===== config.mk =====
export PLATFORM = sky130hd
export DESIGN_NAME = tiny_y86_execute_unit
export DESIGN_NICKNAME = d
export VERILOG_FILES = /design/src/rtl/ty86_pkg.sv /design/src/rtl/ty86_req_stage.sv /design/src/rtl/ty86_exec_core.sv /design/src/rtl/tiny_y86_execute_unit.sv
export SDC_FILE = /design/constraint.sdc
export NUM_CORES = 1
export LEC_CHECK = 0
export ABC_AREA = 1
export CAP_MARGIN = 10
export CORE_MARGIN = 5
export CORE_UTILIZATION = 35
export CTS_CLUSTER_SIZE = 8
export DETAILED_ROUTE_END_ITERATION = 10
export DONT_BUFFER_PORTS = 1
export PLACE_DENSITY = 0.49
export SLEW_MARGIN = 10
export SYNTH_ARGS = -nofsm -noshare
export SYNTH_HDL_FRONTEND = slang
export SYNTH_HIERARCHICAL = 1
export SYNTH_SLANG_ARGS = --single-unit

===== constraint.sdc =====
create_clock -name clock -period 14.3 [get_ports clock]
set_input_delay 2.86 -clock clock [delete_from_list [all_inputs] [get_ports clock]]
set_output_delay 2.86 -clock clock [all_outputs]
set_load 0.02 [all_outputs]

===== src/rtl/ty86_pkg.sv =====
package ty86_pkg;

   localparam int PROG_DEPTH_DEF = 128;
   localparam int REG_COUNT_DEF  = 8;
   localparam int MEM_DEPTH_DEF  = 16;

   typedef enum logic [3:0] {
      OP_HALT  = 4'd0,
      OP_ADDQ  = 4'd1,
      OP_SUBQ  = 4'd2,
      OP_CMPQ  = 4'd3,
      OP_JE    = 4'd4,
      OP_JNE   = 4'd5,
      OP_JG    = 4'd6,
      OP_JL    = 4'd7,
      OP_RRMOV = 4'd8,
      OP_IRMOV = 4'd9,
      OP_RMMOV = 4'd10,
      OP_MRMOV = 4'd11
   } op_type;

   typedef struct packed {
      logic [3:0]        mode;
      logic [2:0]        src_reg;
      logic [2:0]        dst_reg;
      logic signed [7:0] immediate;
      logic [2:0]        base_reg;
      logic signed [7:0] offset;
      logic [6:0]        jump_target;
   } instr_type;

   typedef struct packed {
      logic [6:0]        next_pc;
      logic              halted;
      logic              bad_opcode;
      logic              zero_flag;
      logic              sign_flag;
      logic              overflow_flag;
      logic signed [7:0] result_value;
   } result_type;

endpackage


===== src/rtl/ty86_req_stage.sv =====
module ty86_req_stage (
   input  logic                  clock,
   input  logic                  reset,
   input  logic                  req_valid,
   output logic                  req_ready,
   input  ty86_pkg::instr_type   req_instr,
   input  logic                  take,
   output logic                  instr_valid,
   output ty86_pkg::instr_type   instr
);

   logic                valid_ff;
   logic                valid_in;
   ty86_pkg::instr_type instr_ff;

   assign req_ready   = !valid_ff || take;
   assign valid_in    = req_valid || (valid_ff && !take);
   assign instr_valid = valid_ff;
   assign instr       = instr_ff;

   always_ff @(posedge clock) begin
      if (reset) begin
         valid_ff <= 1'b0;
      end else if (req_ready) begin
         valid_ff <= valid_in;
      end
      if (req_valid && req_ready) begin
         instr_ff <= req_instr;
      end
   end

endmodule


===== src/rtl/ty86_exec_core.sv =====
module ty86_exec_core #(
   parameter int PROG_DEPTH = ty86_pkg::PROG_DEPTH_DEF,
   parameter int REG_COUNT  = ty86_pkg::REG_COUNT_DEF,
   parameter int MEM_DEPTH  = ty86_pkg::MEM_DEPTH_DEF
) (
   input  logic                  clock,
   input  logic                  reset,
   input  logic                  exec_fire,
   input  ty86_pkg::instr_type   instr,
   output ty86_pkg::result_type  result
);

   localparam int RIDX_W = $clog2(REG_COUNT);
   localparam int AW     = $clog2(MEM_DEPTH);
   localparam int PCW    = $clog2(PROG_DEPTH);
   localparam int BIAS   = MEM_DEPTH * ((256 + MEM_DEPTH - 1) / MEM_DEPTH);
   localparam int VMAX   = 254 + BIAS;
   localparam int QW     = $clog2(VMAX / MEM_DEPTH + 1);

   logic [7:0]     reg_file_ff [REG_COUNT];
   logic [7:0]     mem_ff      [MEM_DEPTH];
   logic           zf_ff, sf_ff, of_ff, stopped_ff;
   logic [PCW-1:0] pc_ff;

   logic           zf_in, sf_in, of_in, stopped_in;
   logic [PCW-1:0] pc_in;

   logic [RIDX_W-1:0] ra, rb, rbase;
   logic [7:0]        a_val, b_val, base_val, diff;
   logic [10:0]       addr_sum;
   logic [10:0]       addr_rem;
   logic [AW-1:0]     addr;
   logic [23:0]       tgt_rem;
   logic [PCW-1:0]    target;
   logic [PCW-1:0]    pc_inc;
   logic [PCW+6:0]    pc_wide;
   logic              rf_we, mem_we, bad, jump, advance;
   logic [7:0]        written;

   function automatic logic [RIDX_W-1:0] reg_idx(input logic [2:0] r);
      logic [6:0] t;
      t = {4'b0, r};
      for (int k = 2; k >= 0; k--) begin
         if (t >= (7'(REG_COUNT) << k)) begin
            t = t - (7'(REG_COUNT) << k);
         end
      end
      return t[RIDX_W-1:0];
   endfunction

   always_comb begin
      ra       = reg_idx(instr.src_reg);
      rb       = reg_idx(instr.dst_reg);
      rbase    = reg_idx(instr.base_reg);
      a_val    = reg_file_ff[ra];
      b_val    = reg_file_ff[rb];
      base_val = reg_file_ff[rbase];
      diff     = b_val - a_val;

      addr_sum = {{3{base_val[7]}}, base_val} + {{3{instr.offset[7]}}, instr.offset}
                 + 11'(BIAS);
      addr_rem = addr_sum;
      for (int k = QW - 1; k >= 0; k--) begin
         if (addr_rem >= (11'(MEM_DEPTH) << k)) begin
            addr_rem = addr_rem - (11'(MEM_DEPTH) << k);
         end
      end
      addr = addr_rem[AW-1:0];

      tgt_rem = {17'b0, instr.jump_target};
      for (int k = 6; k >= 0; k--) begin
         if (tgt_rem >= (24'(PROG_DEPTH) << k)) begin
            tgt_rem = tgt_rem - (24'(PROG_DEPTH) << k);
         end
      end
      target = tgt_rem[PCW-1:0];
      pc_inc = (pc_ff == PCW'(PROG_DEPTH - 1)) ? '0 : pc_ff + 1'b1;
   end

   always_comb begin
      zf_in      = zf_ff;
      sf_in      = sf_ff;
      of_in      = of_ff;
      stopped_in = stopped_ff;
      rf_we      = 1'b0;
      mem_we     = 1'b0;
      bad        = 1'b0;
      jump       = 1'b0;
      advance    = 1'b1;
      written    = 8'd0;
      if (stopped_ff) begin
         advance = 1'b0;
      end else begin
         unique case (ty86_pkg::op_type'(instr.mode))
            ty86_pkg::OP_HALT: begin
               stopped_in = 1'b1;
               advance    = 1'b0;
            end
            ty86_pkg::OP_ADDQ: begin
               written = b_val + a_val;
               rf_we   = 1'b1;
            end
            ty86_pkg::OP_SUBQ: begin
               written = diff;
               rf_we   = 1'b1;
            end
            ty86_pkg::OP_CMPQ: begin
               zf_in = (diff == 8'd0);
               sf_in = diff[7];
               of_in = ((b_val[7] ^ a_val[7]) & (b_val[7] ^ diff[7]));
            end
            ty86_pkg::OP_JE:  jump = zf_ff;
            ty86_pkg::OP_JNE: jump = !zf_ff;
            ty86_pkg::OP_JG:  jump = !(sf_ff ^ of_ff) && !zf_ff;
            ty86_pkg::OP_JL:  jump = sf_ff ^ of_ff;
            ty86_pkg::OP_RRMOV: begin
               written = a_val;
               rf_we   = 1'b1;
            end
            ty86_pkg::OP_IRMOV: begin
               written = instr.immediate;
               rf_we   = 1'b1;
            end
            ty86_pkg::OP_RMMOV: begin
               written = a_val;
               mem_we  = 1'b1;
            end
            ty86_pkg::OP_MRMOV: begin
               written = mem_ff[addr];
               rf_we   = 1'b1;
            end
            default: begin
               bad     = 1'b1;
               advance = 1'b0;
            end
         endcase
      end
      if (jump) begin
         pc_in = target;
      end else if (advance) begin
         pc_in = pc_inc;
      end else begin
         pc_in = pc_ff;
      end
      pc_wide = (PCW + 7)'(pc_in);
   end

   always_comb begin
      result.next_pc       = pc_wide[6:0];
      result.halted        = stopped_in;
      result.bad_opcode    = bad;
      result.zero_flag     = zf_in;
      result.sign_flag     = sf_in;
      result.overflow_flag = of_in;
      result.result_value  = written;
   end

   always_ff @(posedge clock) begin
      if (reset) begin
         for (int i = 0; i < REG_COUNT; i++) begin
            reg_file_ff[i] <= 8'd0;
         end
         for (int i = 0; i < MEM_DEPTH; i++) begin
            mem_ff[i] <= 8'd0;
         end
         zf_ff      <= 1'b0;
         sf_ff      <= 1'b0;
         of_ff      <= 1'b0;
         stopped_ff <= 1'b0;
         pc_ff      <= '0;
      end else if (exec_fire) begin
         if (rf_we) begin
            reg_file_ff[rb] <= written;
         end
         if (mem_we) begin
            mem_ff[addr] <= written;
         end
         zf_ff      <= zf_in;
         sf_ff      <= sf_in;
         of_ff      <= of_in;
         stopped_ff <= stopped_in;
         pc_ff      <= pc_in;
      end
   end

endmodule


===== src/rtl/tiny_y86_execute_unit.sv =====
// An accepted req beat is captured in the input register, executed, and held in the
// result register that drives rsp_valid. Throughput: one instruction per cycle while
// rsp_ready does not stall the result register; registers and memory update in execute.
// Reset (synchronous, active high) clears registers, data memory, flags, program
// counter and the halted state, and empties both stages.
module tiny_y86_execute_unit #(
   parameter int PROG_DEPTH = ty86_pkg::PROG_DEPTH_DEF,
   parameter int REG_COUNT  = ty86_pkg::REG_COUNT_DEF,
   parameter int MEM_DEPTH  = ty86_pkg::MEM_DEPTH_DEF
) (
   input  logic              clock,
   input  logic              reset,
   input  logic              req_valid,
   output logic              req_ready,
   input  logic [3:0]        req_mode,
   input  logic [2:0]        req_src_reg,
   input  logic [2:0]        req_dst_reg,
   input  logic signed [7:0] req_immediate,
   input  logic [2:0]        req_base_reg,
   input  logic signed [7:0] req_offset,
   input  logic [6:0]        req_jump_target,
   output logic              rsp_valid,
   input  logic              rsp_ready,
   output logic [6:0]        rsp_next_pc,
   output logic              rsp_halted,
   output logic              rsp_bad_opcode,
   output logic              rsp_zero_flag,
   output logic              rsp_sign_flag,
   output logic              rsp_overflow_flag,
   output logic signed [7:0] rsp_result_value
);

   ty86_pkg::instr_type  req_instr;
   ty86_pkg::instr_type  instr;
   ty86_pkg::result_type result;
   ty86_pkg::result_type rsp_ff;
   logic                 rsp_valid_ff;
   logic                 instr_valid;
   logic                 exec_fire;

   always_comb begin
      req_instr.mode        = req_mode;
      req_instr.src_reg     = req_src_reg;
      req_instr.dst_reg     = req_dst_reg;
      req_instr.immediate   = req_immediate;
      req_instr.base_reg    = req_base_reg;
      req_instr.offset      = req_offset;
      req_instr.jump_target = req_jump_target;
   end

   assign exec_fire = instr_valid && (!rsp_valid_ff || rsp_ready);

   ty86_req_stage u_req_stage (
      .clock       (clock),
      .reset       (reset),
      .req_valid   (req_valid),
      .req_ready   (req_ready),
      .req_instr   (req_instr),
      .take        (exec_fire),
      .instr_valid (instr_valid),
      .instr       (instr)
   );

   ty86_exec_core #(
      .PROG_DEPTH (PROG_DEPTH),
      .REG_COUNT  (REG_COUNT),
      .MEM_DEPTH  (MEM_DEPTH)
   ) u_exec_core (
      .clock     (clock),
      .reset     (reset),
      .exec_fire (exec_fire),
      .instr     (instr),
      .result    (result)
   );

   always_ff @(posedge clock) begin
      if (reset) begin
         rsp_valid_ff <= 1'b0;
      end else if (exec_fire) begin
         rsp_valid_ff <= 1'b1;
      end else if (rsp_ready) begin
         rsp_valid_ff <= 1'b0;
      end
      if (exec_fire) begin
         rsp_ff <= result;
      end
   end

   assign rsp_valid         = rsp_valid_ff;
   assign rsp_next_pc       = rsp_ff.next_pc;
   assign rsp_halted        = rsp_ff.halted;
   assign rsp_bad_opcode    = rsp_ff.bad_opcode;
   assign rsp_zero_flag     = rsp_ff.zero_flag;
   assign rsp_sign_flag     = rsp_ff.sign_flag;
   assign rsp_overflow_flag = rsp_ff.overflow_flag;
   assign rsp_result_value  = rsp_ff.result_value;

endmodule


==> impl_metrics.tcl, run 1 <==
set metrics [dict create \
    tightest_slew_ns 1.280 \
    drive_above_1_share_pct 9.608 \
    row_count 70 \
    peakVddDrop_mv 0.09479 \
    area_growth_pct 10.63 \
    p_total_mw 2.054 \
    drc 0 \
    finalWirelength_um 37560 \
    top_level_ports 62 \
    viasPerCell 5.320 \
    path_max_fanout 2 \
    combinationalPowerShare_pct 17.5 \
    power_density_nw_per_um2 143.5 \
    timing.final.crit_share_pct 42.46 \
    cts_made_buffers 38 \
    finalClockSkew_ns 0.01014 \
    grt_pass1_wl_um 57050 \
    switching_power_mw 0.5985 \
    htree_levels 2 \
    slew_headroom_pct 14.01 \
    antenna_found_initial 2 \
    regArea_um2 7587 \
    finalCriticalPeriod_ns 6.072 \
    rsz0062_at_grt "false" \
    core_um2 36520 \
    syn_inst 1354 \
    initial_core_util_pct 35.43 \
    place.gp.congestion 0.8797 \
    post_cts.repair.setup_buffers 0 \
    clock.fmax_mhz 164.7 \
    grt-ovfl-total 0 \
    nets 1408 \
    critPathKind "in -> out" \
    setup_tns_ns 0 \
    grt_pass1_vias 9424 \
    detail-route-antenna-nets 0 \
    die_area_um2 40920 \
    netlist_area_um2 12940 \
    gr-usage-all-layers_pct 18.03 \
    grt_max_degree 36 \
    max-clock-path-buffers 3 \
    leakage_nw 5.492 \
    fp.dieW_um 202.3 \
    dp_hpwl_um 24480 \
    numClockSinks 257 \
    fillers 3550 \
    hold_viol 0 \
    sw_frac_of_total_pct 29.14 \
    firstDrtPassIters 5 \
    drtIter0Drc 900 \
    endpoint_kind "output pin" \
    cts_tree "done" \
    die_y_um 202.3 \
    critPathArrivalTime_ns 3.21 \
    cap_violations 0 \
    critPathRequiredTime_ns 11.44 \
    routedWlPerCell_um 20.62 \
    clk_pin_slew_ns 0.05 \
    hold_buffers 0 \
    seqPwrFrac_pct 43.2 \
    yosysWarnings 6 \
    p_int_mw 1.455 \
    outcome "finished, final reports clean" \
    clk_latency_ns 0.52 \
    setup_viol 0 \
    cts-root-buf "clkbuf_16" \
    hp-class "reg -> reg" \
    postSynthAreaPerCell_um2 9.557 \
    cts_resized 0 \
    clock_power_share_pct 39.4 \
    critPathLaunchType "input pin" \
    multi_input_area_um2 4528 \
    syn_nets 1417 \
    drv_slew 0 \
    vias 9693 \
    port_buffers 0 \
]
-- flip-flops by register name, indices dropped and copies added, names as in the netlist --
| register | flops |
|---|---|
| u_exec_core/of_ff | 1 |
| u_exec_core/reg_file_ff | 64 |
| rsp_zero_flag | 1 |
| rsp_bad_opcode | 1 |
| rsp_next_pc | 7 |
| u_exec_core/zf_ff | 1 |
| rsp_halted | 1 |
| u_exec_core/stopped_ff | 1 |
| rsp_valid | 1 |
| rsp_result_value | 8 |
| u_req_stage/instr | 32 |
| u_exec_core/sf_ff | 1 |
| rsp_sign_flag | 1 |
| u_exec_core/pc_ff | 7 |
| u_req_stage/instr_valid | 1 |
| rsp_overflow_flag | 1 |
| u_exec_core/mem_ff | 128 |
-- path summary, 6_finish.rpt --
path,from,to,slack (ns),cells past startpoint
worst min register to register,u_req_stage/instr[2],rsp_next_pc[2],0.56,2
worst max-delay path,rsp_ready,req_ready,8.23,4
worst min-delay path,u_req_stage/instr[2],rsp_next_pc[2],0.56,2
worst max register to register,u_req_stage/instr[15],u_exec_core/reg_file_ff[6][0],8.99,17
-- cell type report --
class,count,share of cell area [%]
well taps,468,4.091
inverters,132,3.479
flip-flops and latches,257,53.00
diodes,1,0.01748
clock inverters,3,0.08740
multi-input cells,908,31.63
repair buffers,8,0.4195
clock buffers,45,7.272
-- layer usage --
metal | vias to the layer above | routed length (µm) | track usage [%]
li1 | 4594 | - | -
met1 | 4688 | 16990 | 25.69
met2 | 340 | 16850 | 28.01
met3 | 69 | 2619 | 3.289
met4 | 2 | 1087 | 5.795
met5 | - | 13 | 0
-- worst max-delay path, cell delays in order --
cell and delay, ns:
inv_2 0.03, a21oi_4 0.12, inv_2 0.07, nand2_2 0.13
-- stage by stage --
step | instances | utilization, % | cell area (µm²) | hold WS [ns] | setup WS (ns)
finish | 1822 | 39.19 | 14320 | 0.5550 | 8.228
CTS | 1821 | 39.19 | 14310 | 0.5582 | 8.220
floorplan | 1354 | - | 12940 | 0.4776 | 6.980
global placement | 1773 | 36.30 | 13260 | 0.5389 | 8.226
global route | 1821 | 39.19 | 14310 | 0.5883 | 8.199
detailed placement | 1773 | 36.30 | 13260 | 0.5348 | 8.222
-- power by group through the flow --
stage / Combinational [mW] / Sequential, mW / Clock, mW
after floorplan: 0.253 / 0.891 / 0
after global placement: 0.355 / 0.900 / 0
after detailed placement: 0.356 / 0.900 / 0
after CTS: 0.357 / 0.886 / 0.830
after global routing: 0.395 / 0.889 / 0.858
final: 0.359 / 0.886 / 0.809
-- layout by cell type (no fill, tap or decap), drive strengths merged, types with 8 or more instances in the layout --
master,n
nor2,296
nand3,59
clkbuf,45
nand4,8
edfxtp,244
or2,15
nand2,245
ha,20
buf,8
xor2,9
dfxtp,13
o31ai,8
o21ai,99
o211ai,10
o22ai,32
a21oi,52
inv,128
a221oi,8
nor3,10
(Power assumes the default switching activity.)
==> inputs of run 2 (changes only) <==
- ABC_AREA: 1 -> 0
- clock period: 14.3 -> 5.92 ns (I/O delays scaled with it)
==> impl_metrics.tcl, run 2 <==
set metrics [dict create \
    cpMaxStageDelayCell "xnor2_2" \
    path_max_fanout 25 \
    drtIter0Drc 545 \
    tightest_slew_ns 1.104 \
    finalWirelength_um 33830 \
    initial_core_util_pct 35.35 \
    row_count 70 \
    hold_viol 0 \
    fp.dieW_um 201.8 \
    nets 1032 \
    grt_pass1_wl_um 50930 \
    drive_above_1_share_pct 20.59 \
    timing.final.crit_share_pct 87.83 \
    final_util_pct 39.75 \
    syn_nets 1022 \
    clk_latency_ns 0.53 \
    netlist_area_um2 12880 \
    peakVddDrop_mv 0.1568 \
    die_y_um 201.8 \
    firstDrtPassIters 4 \
    grt-ovfl-total 0 \
    top_level_ports 62 \
    place.gp.congestion 0.8231 \
    die_area_um2 40730 \
    critPathRequiredTime_ns 6.17 \
    setup_tns_ns 0 \
    routedWlPerCell_um 23.26 \
    clk_pin_slew_ns 0.05 \
    cts_tree "done" \
    slew_headroom_pct 26.26 \
    hold_buffers 0 \
    drc 0 \
    core_um2 36430 \
    area_growth_pct 12.45 \
    max-clock-path-buffers 3 \
    cts-root-buf "clkbuf_16" \
    postSynthAreaPerCell_um2 13.43 \
    hold_slack_ns 0.4949 \
    largest_reg_flops 128 \
    numClockSinks 257 \
    syn_inst 959 \
    viasPerCell 5.364 \
    cts_resized 0 \
    critPathLaunchType "flip-flop" \
    vias 7799 \
    path_cells "mux4_2 -> mux2_2 -> ha_1 -> ha_1 -> inv_1 -> fa_1 -> xor2_1 -> xnor2_1 -> xnor2_2 -> mux4_2 -> a21o_1 -> a221oi_4 -> buf_4 -> nor2_1" \
    antenna_cells 0 \
    placed_area_um2 13410 \
    finalCriticalPeriod_ns 5.199 \
    setup_viol 0 \
    dp_hpwl_um 22350 \
    clock.fmax_mhz 192.3 \
    leakage_nw 5.046 \
    final_cell_mix "edfxtp_1 (244), nor2_1 (215), mux4_2 (63), nand2_1 (50), clkbuf_16 (39)" \
    finish.instance_area_um2 14480 \
    grt_max_degree 39 \
    gr-usage-all-layers_pct 16.49 \
    post_cts.repair.setup_buffers 0 \
    yosysWarnings 6 \
    max_stage_delay_ns 0.76 \
    drv_slew 0 \
    critPathKind "reg -> reg" \
    htree_levels 2 \
    detail-route-antenna-nets 0 \
    instances_no_fill 1454 \
    port_buffers 0 \
    final_common_cell "edfxtp_1" \
    critPathArrivalTime_ns 5.45 \
    grt_pass1_vias 8102 \
    hp-class "reg -> reg" \
    rsz0062_at_grt "false" \
    dp_cells 1397 \
    power_density_nw_per_um2 338.8 \
    cts_made_buffers 38 \
    cap_violations 0 \
    top_register "u_exec_core/mem_ff" \
    antenna_found_initial 0 \
    endpoint_kind "flip-flop" \
    finalClockSkew_ns 0.01791 \
    outcome "finished, final reports clean" \
]
==> run 2: critical path: cells and delay by family, from the launching register on <==
| family | cells | cell delay, ns |
|---|---|---|
| AO/OA/AOI/OAI | 2 | 0.39 |
| XOR/XNOR | 3 | 1.07 |
| adder cells (fa/ha/maj) | 3 | 0.84 |
| buffers and inverters | 2 | 0.47 |
| flip-flops | 1 | 0.54 |
| multiplexers | 3 | 1.51 |
| AND/OR/NAND/NOR | 1 | 0.08 |
==> run 2: worst paths after layout <==
check	startpoint	to	slack (ns)	cells after the start
hold / removal	u_exec_core/sf_ff	u_exec_core/sf_ff	0.49	2
setup / recovery	u_req_stage/instr[15]	u_exec_core/reg_file_ff[4][7]	0.72	14
setup reg to reg	u_req_stage/instr[15]	u_exec_core/reg_file_ff[4][7]	0.72	14
hold reg to reg	u_exec_core/sf_ff	u_exec_core/sf_ff	0.49	2
==> run 2: layer usage <==
layer | track usage, % | share of wire, % | vias to the layer above
met5 | 0 | 0 | -
met4 | 6.274 | 3.5 | 0
met3 | 3.177 | 5.1 | 67
met2 | 27.23 | 48 | 212
met1 | 21.66 | 43 | 3954
li1 | - | - | 3566
==> run 2: final cells by class <==
| cell class | instances | area, µm² |
|---|---|---|
| Fill cell | 3419 | 21950 |
| Clock inverter | 3 | 37.54 |
| Sequential cell | 257 | 7587 |
| Multi-Input combinational cell | 613 | 4875 |
| Timing Repair Buffer | 35 | 275.3 |
| Inverter | 24 | 90.09 |
| Clock buffer | 54 | 1032 |
| Tap cell | 468 | 585.6 |
==> run 2: stage by stage <==
step	power (mW)	setup slack (ns)
after floorplan	2.738	1.702
after global placement	2.982	0.7103
after detailed placement	2.985	0.6817
after CTS	4.984	0.6798
after global routing	5.126	0.4906
final	4.906	0.7207
==> run 2: power breakdown <==
| group | internal (mW) | switching [mW] |
|---|---|---|
| clock network | 1.20 | 0.761 |
| registers | 2.07 | 0.0648 |
| logic | 0.315 | 0.493 |
